**config.mk**
```make
export PLATFORM = sky130hd
export DESIGN_NAME = ir_keyboard_pulse_decoder_top
export DESIGN_NICKNAME = d
export VERILOG_FILES = /design/src/hw/rtl/irkb_pkg.sv /design/src/hw/rtl/irkb_regs.sv /design/src/hw/rtl/irkb_front.sv /design/src/hw/rtl/irkb_back.sv /design/src/hw/rtl/ir_keyboard_pulse_decoder_top.sv
export SDC_FILE = /design/constraint.sdc
export NUM_CORES = 1
export LEC_CHECK = 0
export BUFFER_PORTS_ARGS = -buffer_cell sky130_fd_sc_hd__buf_2
export CAP_MARGIN = 5
export CORE_MARGIN = 4
export CORE_UTILIZATION = 50
export CTS_BUF_LIST = sky130_fd_sc_hd__clkbuf_16
export DETAILED_ROUTE_END_ITERATION = 6
export GPL_TIMING_DRIVEN = 0
export HOLD_SLACK_MARGIN = 0.12
export PLACE_DENSITY = 0.74
export SLEW_MARGIN = 20
export SYNTH_ARGS = -nofsm -noshare
export SYNTH_HDL_FRONTEND = slang
export SYNTH_SLANG_ARGS = --single-unit
```
**constraint.sdc**
```tcl
create_clock -name clk_i -period 3.7 [get_ports clk_i]
set_input_delay 0.185 -clock clk_i [delete_from_list [all_inputs] [get_ports clk_i]]
set_output_delay 0.185 -clock clk_i [all_outputs]
set_load 0.05 [all_outputs]
```
**src/hw/rtl/irkb_pkg.sv**
```systemverilog
// Shared types, constants and helpers for the IR keyboard pulse decoder.
// No dependencies; imported by every module of the block.
`timescale 1ns / 1ps

package irkb_pkg;

  localparam int DUR_W          = 11;
  localparam int CNT_W          = 4;
  localparam int POS_FULL_W     = 12;
  localparam int KEY_W          = 20;
  localparam int ADDR_W         = 5;
  localparam int DATA_W         = 32;
  localparam int FRAME_BITS_DEF = 22;
  localparam int QUEUE_DEPTH    = 2;

  localparam logic [CNT_W-1:0] FIFO_INVALID = 4'hf;
  localparam logic [31:0]      FRAME_MASK   = 32'h0020_0508;
  localparam int               KEY_LSB      = 12;
  localparam int               RELEASE_BIT  = 7;

  // register indexes (word address)
  localparam logic [2:0] REG_ZERO_MIN = 3'd0;
  localparam logic [2:0] REG_ZERO_NOM = 3'd1;
  localparam logic [2:0] REG_ZERO_MAX = 3'd2;
  localparam logic [2:0] REG_ONE_MIN  = 3'd3;
  localparam logic [2:0] REG_ONE_NOM  = 3'd4;
  localparam logic [2:0] REG_ONE_MAX  = 3'd5;

  localparam logic [DUR_W-1:0] ZERO_MIN_RST = 11'd42;
  localparam logic [DUR_W-1:0] ZERO_NOM_RST = 11'd48;
  localparam logic [DUR_W-1:0] ZERO_MAX_RST = 11'd61;
  localparam logic [DUR_W-1:0] ONE_MIN_RST  = 11'd28;
  localparam logic [DUR_W-1:0] ONE_NOM_RST  = 11'd43;
  localparam logic [DUR_W-1:0] ONE_MAX_RST  = 11'd56;

  typedef struct packed {
    logic [DUR_W-1:0] min_t;
    logic [DUR_W-1:0] nom_t;
    logic [DUR_W-1:0] max_t;
  } irkb_lim_t;

  typedef struct packed {
    irkb_lim_t zero;
    irkb_lim_t one;
  } irkb_cfg_t;

  // classified transition waiting for the back end
  typedef struct packed {
    logic             level;
    logic             long_run;
    logic [DUR_W-1:0] duration;
  } irkb_entry_t;

  typedef enum logic [1:0] {
    ST_IDLE,
    ST_DIV,
    ST_APPLY
  } irkb_state_e;

  // n low ones, n in 0..63; any n of 32 or more gives all ones
  function automatic logic [31:0] low_mask(input logic [5:0] n);
    logic [31:0] m;
    if (n >= 6'd32) begin
      m = '1;
    end else begin
      m = (32'h1 << n) - 32'h1;
    end
    return m;
  endfunction

endpackage

```
**src/hw/rtl/irkb_regs.sv**
```systemverilog
// Configuration registers (bit window limits per level) behind an APB-style port.
// Depends on irkb_pkg.
`timescale 1ns / 1ps

module irkb_regs
  import irkb_pkg::*;
(
  input  logic              clk_i,
  input  logic              rst_ni,
  input  logic              psel,
  input  logic              penable,
  input  logic              pwrite,
  input  logic [ADDR_W-1:0] paddr,
  input  logic [DATA_W-1:0] pwdata,
  output logic [DATA_W-1:0] prdata,
  output logic              pready,
  output irkb_cfg_t         cfg_o
);

  irkb_cfg_t        cfg_q, cfg_d;
  logic [2:0]       idx;
  logic [DUR_W-1:0] wval;
  logic [DUR_W-1:0] rval;

  assign idx    = paddr[ADDR_W-1:2];
  assign wval   = pwdata[DUR_W-1:0];
  assign pready = 1'b1;
  assign cfg_o  = cfg_q;

  always_comb begin
    cfg_d = cfg_q;
    if (psel && penable && pwrite) begin
      case (idx)
        REG_ZERO_MIN: cfg_d.zero.min_t = wval;
        REG_ZERO_NOM: cfg_d.zero.nom_t = wval;
        REG_ZERO_MAX: cfg_d.zero.max_t = wval;
        REG_ONE_MIN:  cfg_d.one.min_t  = wval;
        REG_ONE_NOM:  cfg_d.one.nom_t  = wval;
        REG_ONE_MAX:  cfg_d.one.max_t  = wval;
        default: ;
      endcase
    end
  end

  always_comb begin
    case (idx)
      REG_ZERO_MIN: rval = cfg_q.zero.min_t;
      REG_ZERO_NOM: rval = cfg_q.zero.nom_t;
      REG_ZERO_MAX: rval = cfg_q.zero.max_t;
      REG_ONE_MIN:  rval = cfg_q.one.min_t;
      REG_ONE_NOM:  rval = cfg_q.one.nom_t;
      REG_ONE_MAX:  rval = cfg_q.one.max_t;
      default:      rval = '0;
    endcase
  end

  assign prdata = {{(DATA_W-DUR_W){1'b0}}, rval};

  always_ff @(posedge clk_i or negedge rst_ni) begin
    if (!rst_ni) begin
      cfg_q.zero.min_t <= ZERO_MIN_RST;
      cfg_q.zero.nom_t <= ZERO_NOM_RST;
      cfg_q.zero.max_t <= ZERO_MAX_RST;
      cfg_q.one.min_t  <= ONE_MIN_RST;
      cfg_q.one.nom_t  <= ONE_NOM_RST;
      cfg_q.one.max_t  <= ONE_MAX_RST;
    end else begin
      cfg_q <= cfg_d;
    end
  end

endmodule

```
**src/hw/rtl/irkb_front.sv**
```systemverilog
// Front end: accepts transitions, drops invalid ones, flags long runs and
// queues the rest for the back end. Depends on irkb_pkg.
`timescale 1ns / 1ps

module irkb_front
  import irkb_pkg::*;
(
  input  logic             clk_i,
  input  logic             rst_ni,
  input  irkb_cfg_t        cfg_i,
  input  logic             in_valid_i,
  output logic             in_stall_o,
  input  logic [CNT_W-1:0] fifo_count_i,
  input  logic             level_i,
  input  logic [DUR_W-1:0] duration_i,
  output logic             q_valid_o,
  output irkb_entry_t      q_entry_o,
  input  logic             q_pop_i
);

  localparam int PTR_W = (QUEUE_DEPTH > 1) ? $clog2(QUEUE_DEPTH) : 1;
  localparam int OCC_W = $clog2(QUEUE_DEPTH + 1);

  irkb_entry_t      mem_q [QUEUE_DEPTH];
  logic [PTR_W-1:0] wr_ptr_q, rd_ptr_q;
  logic [OCC_W-1:0] occ_q;

  irkb_lim_t        lim;
  logic [DUR_W:0]   two_min;
  logic             win_ok;
  logic             accept;
  logic             push;
  logic             pop;
  logic             full;

  assign lim     = level_i ? cfg_i.one : cfg_i.zero;
  assign two_min = {lim.min_t, 1'b0};
  // window: min <= t and (t <= max or t >= 2*min)
  assign win_ok  = (duration_i >= lim.min_t) &&
                   ((duration_i <= lim.max_t) || ({1'b0, duration_i} >= two_min));

  assign full       = (occ_q == OCC_W'(QUEUE_DEPTH));
  assign in_stall_o = full;
  assign accept     = in_valid_i && !full;
  assign push       = accept && (fifo_count_i != FIFO_INVALID) && win_ok;
  assign pop        = q_pop_i && (occ_q != '0);

  assign q_valid_o  = (occ_q != '0);
  assign q_entry_o  = mem_q[rd_ptr_q];

  always_ff @(posedge clk_i) begin
    if (push) begin
      mem_q[wr_ptr_q] <= '{level: level_i,
                           long_run: (duration_i > lim.max_t),
                           duration: duration_i};
    end
  end

  always_ff @(posedge clk_i or negedge rst_ni) begin
    if (!rst_ni) begin
      wr_ptr_q <= '0;
      rd_ptr_q <= '0;
      occ_q    <= '0;
    end else begin
      if (push) begin
        wr_ptr_q <= (wr_ptr_q == PTR_W'(QUEUE_DEPTH - 1)) ? '0 : wr_ptr_q + 1'b1;
      end
      if (pop) begin
        rd_ptr_q <= (rd_ptr_q == PTR_W'(QUEUE_DEPTH - 1)) ? '0 : rd_ptr_q + 1'b1;
      end
      case ({push, pop})
        2'b10:   occ_q <= occ_q + 1'b1;
        2'b01:   occ_q <= occ_q - 1'b1;
        default: occ_q <= occ_q;
      endcase
    end
  end

endmodule

```
**src/hw/rtl/irkb_back.sv**
```systemverilog
// Back end: serial divider for long runs, bit packing into the frame word,
// frame completion with carry-over, and the output register. Depends on irkb_pkg.
`timescale 1ns / 1ps

module irkb_back
  import irkb_pkg::*;
#(
  parameter int FRAME_BITS = FRAME_BITS_DEF
) (
  input  logic             clk_i,
  input  logic             rst_ni,
  input  irkb_cfg_t        cfg_i,
  input  logic             q_valid_i,
  input  irkb_entry_t      q_entry_i,
  output logic             q_pop_o,
  output logic             out_valid_o,
  input  logic             out_stall_i,
  output logic             frame_ok_o,
  output logic [KEY_W-1:0] key_field_o,
  output logic             key_released_o
);

  localparam int POS_W  = $clog2(FRAME_BITS);
  localparam int STEP_W = $clog2(DUR_W + 1);
  localparam logic [POS_FULL_W-1:0] FB = POS_FULL_W'(FRAME_BITS);

  irkb_state_e       state_q, state_d;
  logic              lvl_q, lvl_d;
  logic [DUR_W-1:0]  div_d_q, div_d_d;   // divisor
  logic [DUR_W-1:0]  quo_q, quo_d;       // dividend shifts out, quotient shifts in
  logic [DUR_W-1:0]  rem_q, rem_d;
  logic [STEP_W-1:0] step_q, step_d;
  logic [POS_W-1:0]  pos_q, pos_d;
  logic [31:0]       word_q, word_d;
  logic              out_valid_q, out_valid_d;
  logic              frame_ok_q, frame_ok_d;
  logic [KEY_W-1:0]  key_q, key_d;
  logic              rel_q, rel_d;

  logic [DUR_W:0]          trial;
  logic                    ge;
  logic [POS_FULL_W-1:0]   newpos;
  logic [5:0]              hi;
  logic [31:0]             run;
  logic [31:0]             word_full;
  logic                    complete;
  logic                    carry;
  logic [POS_W-1:0]        carry_pos;
  logic                    out_free;

  // restoring step; a zero divisor yields all ones in the quotient
  assign trial = {rem_q, quo_q[DUR_W-1]};
  assign ge    = (trial >= {1'b0, div_d_q});

  // quo_q holds the bit count once ST_APPLY is reached
  assign newpos    = {{(POS_FULL_W-POS_W){1'b0}}, pos_q} + {1'b0, quo_q};
  assign hi        = (newpos >= POS_FULL_W'(32)) ? 6'd32 : newpos[5:0];
  assign run       = lvl_q ? (low_mask(hi) & ~low_mask(6'(pos_q))) : '0;
  assign word_full = word_q | run;
  assign complete  = (newpos >= FB);
  assign carry     = ({1'b0, quo_q} < FB) && (newpos > FB);
  assign carry_pos = POS_W'(newpos - FB);
  assign out_free  = !out_valid_q || !out_stall_i;

  always_comb begin
    state_d     = state_q;
    lvl_d       = lvl_q;
    div_d_d     = div_d_q;
    quo_d       = quo_q;
    rem_d       = rem_q;
    step_d      = step_q;
    pos_d       = pos_q;
    word_d      = word_q;
    frame_ok_d  = frame_ok_q;
    key_d       = key_q;
    rel_d       = rel_q;
    out_valid_d = out_valid_q && out_stall_i;
    q_pop_o     = 1'b0;

    case (state_q)
      ST_IDLE: begin
        if (q_valid_i) begin
          q_pop_o = 1'b1;
          lvl_d   = q_entry_i.level;
          div_d_d = q_entry_i.level ? cfg_i.one.nom_t : cfg_i.zero.nom_t;
          rem_d   = '0;
          step_d  = '0;
          if (q_entry_i.long_run) begin
            quo_d   = q_entry_i.duration;
            state_d = ST_DIV;
          end else begin
            quo_d   = DUR_W'(1);
            state_d = ST_APPLY;
          end
        end
      end
      ST_DIV: begin
        rem_d  = ge ? DUR_W'(trial - {1'b0, div_d_q}) : trial[DUR_W-1:0];
        quo_d  = {quo_q[DUR_W-2:0], ge};
        step_d = step_q + 1'b1;
        if (step_q == STEP_W'(DUR_W - 1)) begin
          state_d = ST_APPLY;
        end
      end
      ST_APPLY: begin
        if (!complete) begin
          pos_d   = POS_W'(newpos);
          word_d  = word_full;
          state_d = ST_IDLE;
        end else if (out_free) begin
          out_valid_d = 1'b1;
          frame_ok_d  = ((word_full & FRAME_MASK) == FRAME_MASK);
          key_d       = word_full[31:KEY_LSB];
          rel_d       = word_full[RELEASE_BIT];
          if (carry) begin
            pos_d  = carry_pos;
            word_d = lvl_q ? low_mask(6'(carry_pos)) : '0;
          end else begin
            pos_d  = '0;
            word_d = '0;
          end
          state_d = ST_IDLE;
        end
      end
      default: state_d = ST_IDLE;
    endcase
  end

  always_ff @(posedge clk_i or negedge rst_ni) begin
    if (!rst_ni) begin
      state_q     <= ST_IDLE;
      pos_q       <= '0;
      word_q      <= '0;
      out_valid_q <= 1'b0;
      step_q      <= '0;
    end else begin
      state_q     <= state_d;
      pos_q       <= pos_d;
      word_q      <= word_d;
      out_valid_q <= out_valid_d;
      step_q      <= step_d;
    end
  end

  always_ff @(posedge clk_i) begin
    lvl_q      <= lvl_d;
    div_d_q    <= div_d_d;
    quo_q      <= quo_d;
    rem_q      <= rem_d;
    frame_ok_q <= frame_ok_d;
    key_q      <= key_d;
    rel_q      <= rel_d;
  end

  assign out_valid_o    = out_valid_q;
  assign frame_ok_o     = frame_ok_q;
  assign key_field_o    = key_q;
  assign key_released_o = rel_q;

  // position never reaches a full frame between items
  a_pos_range: assert property (@(posedge clk_i) disable iff (!rst_ni)
    {{(POS_FULL_W-POS_W){1'b0}}, pos_q} < FB)
    else $error("bit position reached frame length");

  // no word bits set at or above the current position
  a_word_clean: assert property (@(posedge clk_i) disable iff (!rst_ni)
    (word_q & ~low_mask(6'(pos_q))) == '0)
    else $error("frame word has bits beyond position");

  // a new result only comes out of the apply step
  a_out_src: assert property (@(posedge clk_i) disable iff (!rst_ni)
    $rose(out_valid_q) |-> $past(state_q == ST_APPLY))
    else $error("result raised outside apply");

  // divider runs exactly DUR_W steps
  a_div_len: assert property (@(posedge clk_i) disable iff (!rst_ni)
    (state_q == ST_DIV) |-> (step_q < STEP_W'(DUR_W)))
    else $error("divider overran");

  // queue pops only when the back end is free
  a_pop_idle: assert property (@(posedge clk_i) disable iff (!rst_ni)
    q_pop_o |-> (state_q == ST_IDLE) && q_valid_i)
    else $error("pop while busy");

endmodule

```
**src/hw/rtl/ir_keyboard_pulse_decoder_top.sv**
```systemverilog
// IR keyboard pulse decoder, top level: register file, front end and back end.
// Depends on irkb_pkg, irkb_regs, irkb_front and irkb_back.
`timescale 1ns / 1ps

// Each accepted word is one IR transition (FIFO count, level, duration). Count 15
// and durations outside the level's window are dropped in the front end; the rest
// wait in a two-entry queue, so input is taken while the back end works or a
// result is stalled. In the back end a single-bit transition goes from idle to
// apply; a long run passes the 11-step serial divider for duration / nominal time
// first. A finished frame is held in the output register until taken; the back
// end waits there only if a second frame completes meanwhile.
// Limits are written through the APB-style port at byte address 4*index.
module ir_keyboard_pulse_decoder_top
  import irkb_pkg::*;
#(
  parameter int FRAME_BITS = FRAME_BITS_DEF
) (
  input  logic              clk_i,
  input  logic              rst_ni,
  input  logic              psel,
  input  logic              penable,
  input  logic              pwrite,
  input  logic [ADDR_W-1:0] paddr,
  input  logic [DATA_W-1:0] pwdata,
  output logic [DATA_W-1:0] prdata,
  output logic              pready,
  input  logic              in_valid_i,
  output logic              in_stall_o,
  input  logic [CNT_W-1:0]  fifo_count_i,
  input  logic              level_i,
  input  logic [DUR_W-1:0]  duration_i,
  output logic              out_valid_o,
  input  logic              out_stall_i,
  output logic              frame_ok_o,
  output logic [KEY_W-1:0]  key_field_o,
  output logic              key_released_o
);

  irkb_cfg_t   cfg;
  logic        q_valid;
  irkb_entry_t q_entry;
  logic        q_pop;

  irkb_regs u_regs (
    .clk_i   (clk_i),
    .rst_ni  (rst_ni),
    .psel    (psel),
    .penable (penable),
    .pwrite  (pwrite),
    .paddr   (paddr),
    .pwdata  (pwdata),
    .prdata  (prdata),
    .pready  (pready),
    .cfg_o   (cfg)
  );

  irkb_front u_front (
    .clk_i        (clk_i),
    .rst_ni       (rst_ni),
    .cfg_i        (cfg),
    .in_valid_i   (in_valid_i),
    .in_stall_o   (in_stall_o),
    .fifo_count_i (fifo_count_i),
    .level_i      (level_i),
    .duration_i   (duration_i),
    .q_valid_o    (q_valid),
    .q_entry_o    (q_entry),
    .q_pop_i      (q_pop)
  );

  irkb_back #(
    .FRAME_BITS (FRAME_BITS)
  ) u_back (
    .clk_i          (clk_i),
    .rst_ni         (rst_ni),
    .cfg_i          (cfg),
    .q_valid_i      (q_valid),
    .q_entry_i      (q_entry),
    .q_pop_o        (q_pop),
    .out_valid_o    (out_valid_o),
    .out_stall_i    (out_stall_i),
    .frame_ok_o     (frame_ok_o),
    .key_field_o    (key_field_o),
    .key_released_o (key_released_o)
  );

endmodule
```
# Yosys cells after proc, flatten, opt, wreduce, memory -nomap -nowiden
# Memory sizes are Yosys's and may differ from the RTL's.
# Cells that the tools add are included.
# classes
n_mux	37
order_cmp	10
n_bitwise	3
reduce_logical	30
shifts	3
n_addsub	11
eq_ne	17
# op_table
cell	count
2-to-1 mux 32 bit	6
subtractor 32 x 1 -> 32 bit, second input constant	3
one-hot mux 11 bit (6 select lines)	1
<< shifter 1 x 5 -> 32 bit, first input constant	2
2-to-1 mux 11 bit	5
one-hot mux 11 bit (2 select lines)	2
2-to-1 mux 33 bit	1
AND 32 bit	1
inverter 32 bit	1
bitwise OR 32 bit	1
<< shifter 1 x 6 -> 32 bit, first input constant	1
AND reduction 2 bit	9
2-to-1 mux 5 bit	3
adder 5 x 11 -> 12 bit	1
greater-or-equal comparator 11 x 12 -> 1 bit	1
greater-or-equal comparator 12 x 11 -> 1 bit	1
greater-or-equal comparator 12 x 5 -> 1 bit, second input constant	1
greater-or-equal comparator 12 x 6 -> 1 bit, second input constant	1
> comparator 12 x 5 -> 1 bit, second input constant	1
greater-or-equal comparator 11 bit	1
> comparator 11 bit	1
less-or-equal comparator 11 bit	1
less-than comparator 11 x 5 -> 1 bit, second input constant	1
subtractor 11 bit	1
other kinds (30)	64
# totals
in_bits	60
elab_cells	133
output_inout_bits	57
ramBits	26
reg_bits	170
memories	1
# mem_list
memory	words	width	read_ports	rd_clocked_by_memory_dff	write_ports	line	source
u_front.mem_q	2	13	1	0	1	irkb_front.sv:24	irkb_entry_t mem_q [QUEUE_DEPTH];

# Logic depth before layout (Yosys ltp)
# Gate-level depths: netlist of the first run.
# depth
word_depth	10
depth_mapped	15
ltp_nobuf	13

# By module
# A second synthesis of the first run with hierarchy kept.
# unflattened
cells_unflattened	1026
hier_area_um2	11135.7
# modules_own_cells
module	cells_per_inst	seq_area_each_um2	area_each_um2	n_inst
irkb_back	612	2582.5	5733.0	1
irkb_regs	247	1676.6	3308.2	1
irkb_front	167	880.8	2094.5	1

# Worst setup path after synthesis of the first run
# Ideal clock, no wire load.
# synth_path
kind	input to register
startpoint	input port level_i
endpoint	memory u_front.mem_q[1][0] in the netlist's numbering (enable)
required_ns	3.298
path_slack_ns	0.193
arrival_ns	3.105
n_path_buf	2
cell_stages	10
setup_time_ns	0.402
path_cell_list	clkbuf_1 -> buf_1 -> mux2i_1 -> ha_1 -> a21o_1 -> a21o_1 -> a21oi_1 -> o211ai_1 -> and3_1 -> nor3b_1
# synth_via
elab_chain_cells	7
elab_cells_between_ends	9
# synth_rtl
element	line	source
start: declaration	ir_keyboard_pulse_decoder_top.sv:30	input logic level_i,
2-to-1 mux 33 bit *	irkb_front.sv:36	assign lim = level_i ? cfg_i.one : cfg_i.zero;
greater-or-equal comparator 11 x 12 -> 1 bit or less-or-equal comparator 11 bit (tied branches)	irkb_front.sv:40	((duration_i <= lim.max_t) || ({1'b0, duration_i} >= two_min));
logical OR 1 bit	irkb_front.sv:40	
logical AND 1 bit *	irkb_front.sv:39	assign win_ok = (duration_i >= lim.min_t) &&
logical AND 1 bit *	irkb_front.sv:45	assign push = accept && (fifo_count_i != FIFO_INVALID) && win_ok;
2-to-1 mux 1 bit *	irkb_front.sv:52	if (push) begin
2-to-1 mux 1 bit (not written as such) *	irkb_front.sv:53	mem_q[wr_ptr_q] <= '{level: level_i,
end: declaration	irkb_front.sv:24	
# Every way passes the cells marked *; elsewhere a longest branch is shown, timed or not.

# Final worst setup path of the first run
# layout_path
startpoint	register u_back.pos_q[0]
endpoint	register u_back.word_q[17]
# layout_via
elab_chain_cells	10
elab_cells_between_ends	25
# layout_rtl
element	line	source
start: declaration	irkb_back.sv:33	logic [POS_W-1:0] pos_q, pos_d;
start signal: assignment	irkb_back.sv:138	pos_q <= pos_d;
adder 5 x 11 -> 12 bit	irkb_back.sv:56	assign newpos = {{(POS_FULL_W-POS_W){1'b0}}, pos_q} + {1'b0, quo_q};
greater-or-equal comparator 12 x 6 -> 1 bit	irkb_back.sv:57	assign hi = (newpos >= POS_FULL_W'(32)) ? 6'd32 : newpos[5:0];
2-to-1 mux 6 bit	irkb_back.sv:57	
<< shifter 1 x 6 -> 32 bit	irkb_pkg.sv:66	m = (32'h1 << n) - 32'h1;
subtractor 32 x 1 -> 32 bit	irkb_pkg.sv:66	
2-to-1 mux 32 bit	irkb_pkg.sv:63	if (n >= 6'd32) begin
AND 32 bit	irkb_back.sv:58	assign run = lvl_q ? (low_mask(hi) & ~low_mask(6'(pos_q))) : '0;
2-to-1 mux 32 bit	irkb_back.sv:58	
bitwise OR 32 bit	irkb_back.sv:59	assign word_full = word_q | run;
2-to-1 mux 32 bit	irkb_back.sv:106	if (!complete) begin
end signal: assignment	irkb_back.sv:139	word_q <= word_d;
end: declaration	irkb_back.sv:34	logic [31:0] word_q, word_d;
# Parallel ways exist; a longest one is shown, timed or not. The select of a mux whose other input is x is not followed.
# A chain may end at the register's enable or synchronous reset.

==> run metrics, run 1 <==
status completed; Critical Path AT 3950 ps; drt wl/cell 19.9 µm; DRC 0; Clock Root Buffer clkbuf_16; CP max FO 9; final wirelength about 29000 µm; PD cells 987 mW/mm²; PnR Total Power around 13 mW; cells after synthesis between 1000 and 1500; clk_lat worst skew ~440 ps; Max Used Layer met4; RePlAce Congestion ~0.96; final setup vio count 0; Fmax achieved around 280 MHz; Post-Layout Cell Count around 1500; initial cell density of the core between 50 and 60%; mapped cell area roughly 0.011 mm²; final net count between 1000 and 1500; ANT nets after route 0; ANT cells 0; final core utilization between 50% and 60%; Sink Count 188; Met2 Wirelength 14000 µm; WS Path Type reg2reg; Die H between 150 and 200 µm; min cycle time layout 3580 ps; Max-Cap Viols 0; H-tree levels 4; initial antenna violation count 0; CTS tree done; met1 wire length between 10000 and 15000 µm; Slew Limit Fails 0; First DRT Iteration DRCs 683; io pins around 120; CTS Buffer Depth 2; #FFs+latches synth approximately 190; Post-synth EDFFs a little over 80; Cells after DPL around 1400; dpl hpwl between 20000 and 25000 µm; yosys warns 0; Port-buffer cells between 60 and 70; crit share post-route between 90% and 100%; met3 wire len between 1500 and 2000 µm; post-synthesis sequential area ratio 46.0%; Distinct cells, synth a little under 90; CTS Buf Count 17; Peak VDD IR about 0.56 mV; Pleak 5.53 nW; site row count 54; RSZ-0062 raised after global routing yes; Die W roughly 160 µm; GRT Util Overall roughly a quarter; drt first pass iters 5; Fin. Hold Viols 0; CP Data Required Time 4070 ps; maximum number of pins on one net before global-route repair 75; Worst setup SP type flip-flop; number of fill cells between 1500 and 2000; gr ovfl total 0; core area approximately 0.022 mm²; Mapped Avg Cell Area 11.0 µm²; vias in the first global route 8697; Clock transition at path regs roughly 80 ps; Async S/R FF share, synth a little under three fifths; Worst Skew roughly 13 ps; first-pass GRT wire length 46200 µm; via count roughly 8700; area grow syn2layout 16.1%; Top FF cell, synth dfrtp_1; worst slew pin tran between 1000 and 1500 ps; relative slew slack just under 30%; share of layout cells above drive strength 1 about a quarter; HP Class in2reg; vias per cell 6.02; critical path capture point type flip-flop; die area 0.0248 mm²
metal layers:
metal / up-vias / GRT usage (%)
li1: 4073 / -
met1: 4249 / 31.3
met2: 359 / 38.9
met5: - / 0
met3: 66 / 4.34
met4: 0 / 8.93
what timing repair did:
item                                    4_1_cts  5_1_grt
pin swaps                                     1        2
buffers inserted                              1        2
gates resized for setup                       4        8
endpoints found under the hold margin       189        0
endpoints found under the setup margin       48       43
hold buffers                                 24        0
synthesized netlist by cell type, types with 9 or more instances:
| master | count | share of area [%] |
|---|---|---|
| a21o_1 | 16 | 1.1 |
| a21oi_1 | 56 | 2.5 |
| a31oi_1 | 12 | 0.67 |
| buf_4 | 24 | 1.6 |
| clkbuf_1 | 30 | 1.0 |
| dfrtp_1 | 86 | 19 |
| dfstp_2 | 20 | 4.7 |
| edfxtp_1 | 82 | 22 |
| ha_1 | 52 | 5.8 |
| inv_1 | 30 | 1.0 |
| mux2_2 | 82 | 8.3 |
| mux2i_1 | 60 | 5.4 |
| nand2_1 | 54 | 1.8 |
| nand2b_1 | 14 | 0.78 |
| nand3_1 | 23 | 1.0 |
| nand4_1 | 11 | 0.62 |
| nor2_1 | 80 | 2.7 |
| nor2b_1 | 20 | 1.1 |
| nor3_1 | 17 | 0.76 |
| nor4_1 | 9 | 0.50 |
| o211ai_1 | 10 | 0.67 |
| o21ai_0 | 35 | 1.6 |
| o221ai_1 | 9 | 0.71 |
| o22ai_1 | 9 | 0.50 |
| o31ai_1 | 11 | 0.74 |
| xnor2_1 | 14 | 1.1 |
stage by stage:
stage | instance area, µm² | hold slack (ps) | setup slack, ps | setup TNS, ps
4_1_cts | 12900 | 155 | 30.8 | 0
3_5_place_dp | 12000 | 94.8 | -355 | -6920
5_1_grt | 13000 | 182 | -18.8 | -22.4
6_report | 13000 | 182 | 123 | 0
2_1_floorplan | 11300 | -111 | 193 | 0
3_3_place_gp | 12000 | 409 | -997 | -29360
cell type report:
class | count | area [µm²] | area share (%)
repair buffers | 100 | 672 | 5.17
clock buffers | 17 | 425 | 3.28
inverters | 32 | 128 | 0.983
multi-input cells | 751 | 5680 | 43.7
plain buffers | 70 | 395 | 3.04
clock inverters | 15 | 199 | 1.53
well taps | 280 | 350 | 2.70
flip-flops and latches | 188 | 5140 | 39.6
report_power, final:
group          internal, mW  switching [mW]
clock                 0.943           0.967
combinational          2.63            4.77
sequential             3.05           0.457
total                  6.62            6.19
flip-flops by register name, indices dropped and copies added (netlist names):
| name | flops |
|---|---|
| u_back.div_d_q | 11 |
| u_back.frame_ok_o | 1 |
| u_back.key_field_o | 20 |
| u_back.key_released_o | 1 |
| u_back.lvl_q | 1 |
| u_back.out_valid_o | 1 |
| u_back.pos_q | 5 |
| u_back.quo_q | 11 |
| u_back.rem_q | 11 |
| u_back.state_q | 2 |
| u_back.step_q | 4 |
| u_back.word_q | 24 |
| u_front.mem_q | 26 |
| u_front.occ_q | 2 |
| u_front.rd_ptr_q | 1 |
| u_front.wr_ptr_q | 1 |
| u_regs.cfg_o | 66 |
cell families (layout without fill, tap and decap cells):
logic type	after synthesis	count (layout)	share of synthesized area (%)
flops	188	188	46.0
other cells	2	22	0.0672
simple gates	264	264	11.7
compound gates	245	245	15.5
buf+inv	102	234	4.66
fa+ha+maj	55	55	6.27
xor+xnor	22	22	2.08
mux	143	143	13.8
final timing paths:
| check | cells after the start | slack, ps | end | start |
|---|---|---|---|---|
| setup / recovery | 12 | 120 | u_back.word_q[17] | u_back.pos_q[0] |
| hold / removal | 3 | 180 | u_regs.cfg_o[55] | paddr[4] |
| setup reg to reg | 12 | 120 | u_back.word_q[17] | u_back.pos_q[0] |
| hold reg to reg | 2 | 490 | u_back.word_q[23] | u_back.word_q[23] |
| max in group asynchronous | 3 | 2800 | u_back.word_q[14] | rst_ni |
| min in group asynchronous | 2 | 190 | u_regs.cfg_o[59] | rst_ni |
cell usage in the layout (no fill, tap or decap), types with 10 or more instances in the layout:
master,netlist,routed
dfrtp_1,86,86
mux2_2,82,82
edfxtp_1,82,82
nor2_1,80,78
buf_2,4,72
mux2i_1,60,59
a21oi_1,56,55
nand2_1,54,53
ha_1,52,52
o21ai_0,35,35
clkbuf_1,30,30
inv_1,30,30
buf_4,24,28
dlygate4sd3_1,0,24
nand3_1,23,23
conb_1,2,22
nor2b_1,20,20
dfstp_2,20,20
clkbuf_16,0,17
a21o_1,16,16
nand2b_1,14,14
nor3_1,17,14
xnor2_1,14,14
a31oi_1,12,12
nand4_1,11,11
o31ai_1,11,11
o211ai_1,10,10
critical path: stages, from the launching register on:
cell,delay (ps)
dfrtp_1,490
ha_1,300
fa_1,510
xnor2_4,250
inv_6,90
ha_1,290
nand2b_1,150
nand3_1,90
o21ai_0,150
a221oi_4,170
nor4_2,630
and2_1,220
o221a_1,170
Power figures use the tool's default switching activity.
==> run 2, diff against run 1 <==
ABC_AREA = 1   (was not set)
PLACE_DENSITY = 0.75   (was 0.74)
SETUP_SLACK_MARGIN = 0.5   (was not set)
==> run 2 against run 1 <==
  * Die area decreased by 0.65%
  * Sequential share of layout area down 0.98 points
  * Sequential power barely moved
  * Cell count increased by 21%
  * Via count rose by 15%
  * Flip-flop and latch count is the same
  * Power decreased by 0.54%
  * Critical endpoint is now u_back.frame_ok_o
  * Largest power group unchanged
==> run metrics, run 2 <==
vias per cell 5.74 (-4.6%); Clock Root Buffer clkbuf_16; synth cell count leaders nand2_1 (243), inv_1 (128), o21ai_0 (120); core area 0.0218 mm² (-0.31%); critical path capture point type flip-flop; io pins 117 (unchanged); RePlAce Congestion 0.954 (-0.60%); Slew Limit Fails 0 (unchanged); Sink Count 188 (unchanged); drt first pass iters 6 (+1); Die H 157 µm (-0.32%); top post-synthesis cells by area edfxtp_1 (22%), dfrtp_1 (19%), nand2_1 (8.2%); post-synthesis sequential area ratio 46.3% (+0.32 points); most used routing layer met2; min cycle time layout 3170 ps (-411 ps); CP dominant cell by count nand2_1; vias in the first global route 9705 (+12%); ANT nets after route 0 (unchanged); RSZ-0062 raised after global routing yes; status completed; drt wl/cell 18.4 µm (-7.5%); cells after synthesis 1296 (+27%); Worst Skew 14.0 ps (+1.25 ps); Top FF cell, synth dfrtp_1; FF-to-FF path depth 17 (+5); Worst setup SP type flip-flop; CP max FO 7 (-2); commonest non-fill, non-tap cell in the layout nand2_1; Synth top area share 22.2% (+0.15 points); CP max-delay cell dfrtp_1; Max-Cap Viols 0 (unchanged); First DRT Iteration DRCs 1004 (+47%); grt met1 use 32.6% (+1.3 points); Critical Path AT 3370 ps (-580 ps); WS Path Type reg2reg; GRT met3 Usage 3.41% (-0.93 points); final instance area 0.0133 mm² (+2.6%); HP Class in2reg; via count 10054 (+15%); clk_lat worst skew 450 ps (about the same); CTS Buffer Depth 2 (unchanged); most frequent cells in the layout nand2_1 (236), inv_1 (126), o21ai_0 (114), nor2_1 (101), dfrtp_1 (84); GRT Util Overall 26.2% (+2.5 points); met2 Resource Use GR 43.9% (+5.0 points); #FFs+latches synth 188 (unchanged); most frequent cell after synthesis nand2_1; Pleak 5.93 nW (+7.3%); gr ovfl total 0 (unchanged); yosys warns 0 (unchanged); reg2reg start u_back.pos_q[0]; ANT cells 0 (unchanged); Fmax achieved 316 MHz (+13%); PD cells 957 mW/mm² (-3.1%); PnR Total Power 12.7 mW (-0.54%); worst slew pin tran 727 ps (-329 ps); Async S/R FF share, synth 56.4% (unchanged); Hold Path Sink u_regs.cfg_o[33]; R2R Path End u_back.frame_ok_o; hold path cells 5 (+2); Worst path max stage delay 380 ps (-250 ps); Post-synth EDFFs 82 (unchanged); first-pass GRT wire length 50600 µm (+9.7%); final setup vio count 0 (unchanged); R2R setup slack 530 ps (+410 ps); cell taking the most area after synthesis edfxtp_1; relative slew slack 51.1% (+22 points); die area 0.0247 mm² (-0.65%); mapped cell area 0.0111 mm² (-0.68%); initial antenna violation count 0 (unchanged); crit share post-route 85.6% (-11 points); area grow syn2layout 20.0%; Port-buffer cells 71 (+2.9%); delay-heaviest family, CP simple AND/OR/NAND/NOR gates; CTS tree done; DRC 0 (unchanged); dpl hpwl 23500 µm (+12%); site row count 54 (unchanged); sequence of cells on the critical path ha_2 -> fa_2 -> nand2_1 -> nand3_2 -> nand3_2 -> nand2_1 -> nand2_2 -> o21ai_4 -> nand3_4 -> nor2_2 -> nand4_1 -> inv_1 -> nor2_4 -> o2111ai_1 -> nand2_1 -> nand3_1 -> a21oi_1; maximum number of pins on one net before global-route repair 66 (-12%); CP Data Required Time 3900 ps (-170 ps); Distinct cells, synth 59 (-34%); Die W 157 µm (-0.32%); max FFs per register 66 (unchanged); H-tree levels 4 (unchanged); Mapped Avg Cell Area 8.57 µm² (-22%); hold path start paddr[2]; worst path bufs/invs 1 (unchanged); share of layout cells above drive strength 1 19.5% (-5.1 points); initial cell density of the core 50.9% (-0.19 points); final net count 1572 (+23%); Peak VDD IR 0.595 mV (+5.4%); Post-Place Cell Area 0.0119 mm² (-0.86%); final wirelength 32300 µm (+11%); CTS Buf Count 17 (unchanged); Clock transition at path regs 80 ps (about the same); Fin. Hold Viols 0 (unchanged)
[run 2: cell types whose count changed in the layout (fill, tap and decap cells not counted), moves of 14 or more]
cell,delta
nand2_1,+183
inv_1,+96
o21ai_0,+79
mux2_2,-74
mux2i_1,-46
nand3_1,+36
nand4_1,+27
nor2_1,+23
nor2b_1,-20
buf_4,+17
a22oi_1,+15
nand2b_1,-14
[run 2: logic make-up after synthesis]
logic type,synth area share [%]
XOR/XNOR,1.34
flip-flops,46.3
AND/OR/NAND/NOR,20.1
adder cells (fa/ha/maj),6.22
buffers and inverters,8.78
multiplexers,1.98
AO/OA/AOI/OAI,15.2
other,0.0676
[run 2: what timing repair did]
item / CTS / global route
pin swaps: 2 / 16
gates cloned: 1 / 0
gates resized for setup: 26 / 73
buffers inserted: 5 / 19
endpoints found under the hold margin: 149 / 0
hold buffers: 25 / 0
setup endpoints to repair: 99 / 106
[run 2: metrics by stage]
step                      setup slack, ps  util (%)  cells  hold WS (ps)  TNS, ps
after detailed placement             -536      54.7   1669           133   -11610
after floorplan                       505         -   1316          -111        0
after global placement               -496      54.5   1667           407   -10120
after global routing                  433      61.0   1751           250        0
final                                 534      61.0   1751           214        0
after CTS                             463      59.3   1732           199        0
[run 2: layer usage]
layer	vias up	wire length [µm]
met5	-	0
met4	0	1990
met3	118	1950
met2	453	15900
met1	4717	12500
li1	4766	-
[run 2: final cells by class]
class	instances	area [µm²]
buffer	77	469
clock buffer	17	425
clock inverter	15	166
fill	1876	8500
inverter	141	543
multi-input combinational	910	5360
sequential	188	5140
tap	280	350
timing repair buffer	122	856
timing repair inverter	1	7.51
[run 2: worst register-to-register path, delay by kind of cell, from the launching register on]
family / cells / cell delay (ps)
simple gates: 11 / 1470
compound gates: 3 / 460
fa+ha+maj: 2 / 450
flops: 1 / 380
buf+inv: 1 / 180
[run 2: worst max-delay path by stage]
stage	startpoint	endpoint	slack, ps	cells past startpoint
after floorplan	level_i	u_front.mem_q[1][0]	510	17
after global placement	level_i	u_front.mem_q[1][5]	-500	17
after detailed placement	level_i	u_front.mem_q[1][4]	-540	17
after CTS	u_back.pos_q[0]	u_back.word_q[20]	460	15
after global routing	u_back.quo_q[0]	u_back.word_q[7]	430	15
final	u_back.pos_q[0]	u_back.frame_ok_o	530	17
[run 2: report_power, final]
group,internal (mW),leakage (nW),switching (mW)
registers,3.11,2.06,0.388
logic,2.43,3.58,4.98
clock network,0.910,0.293,0.930
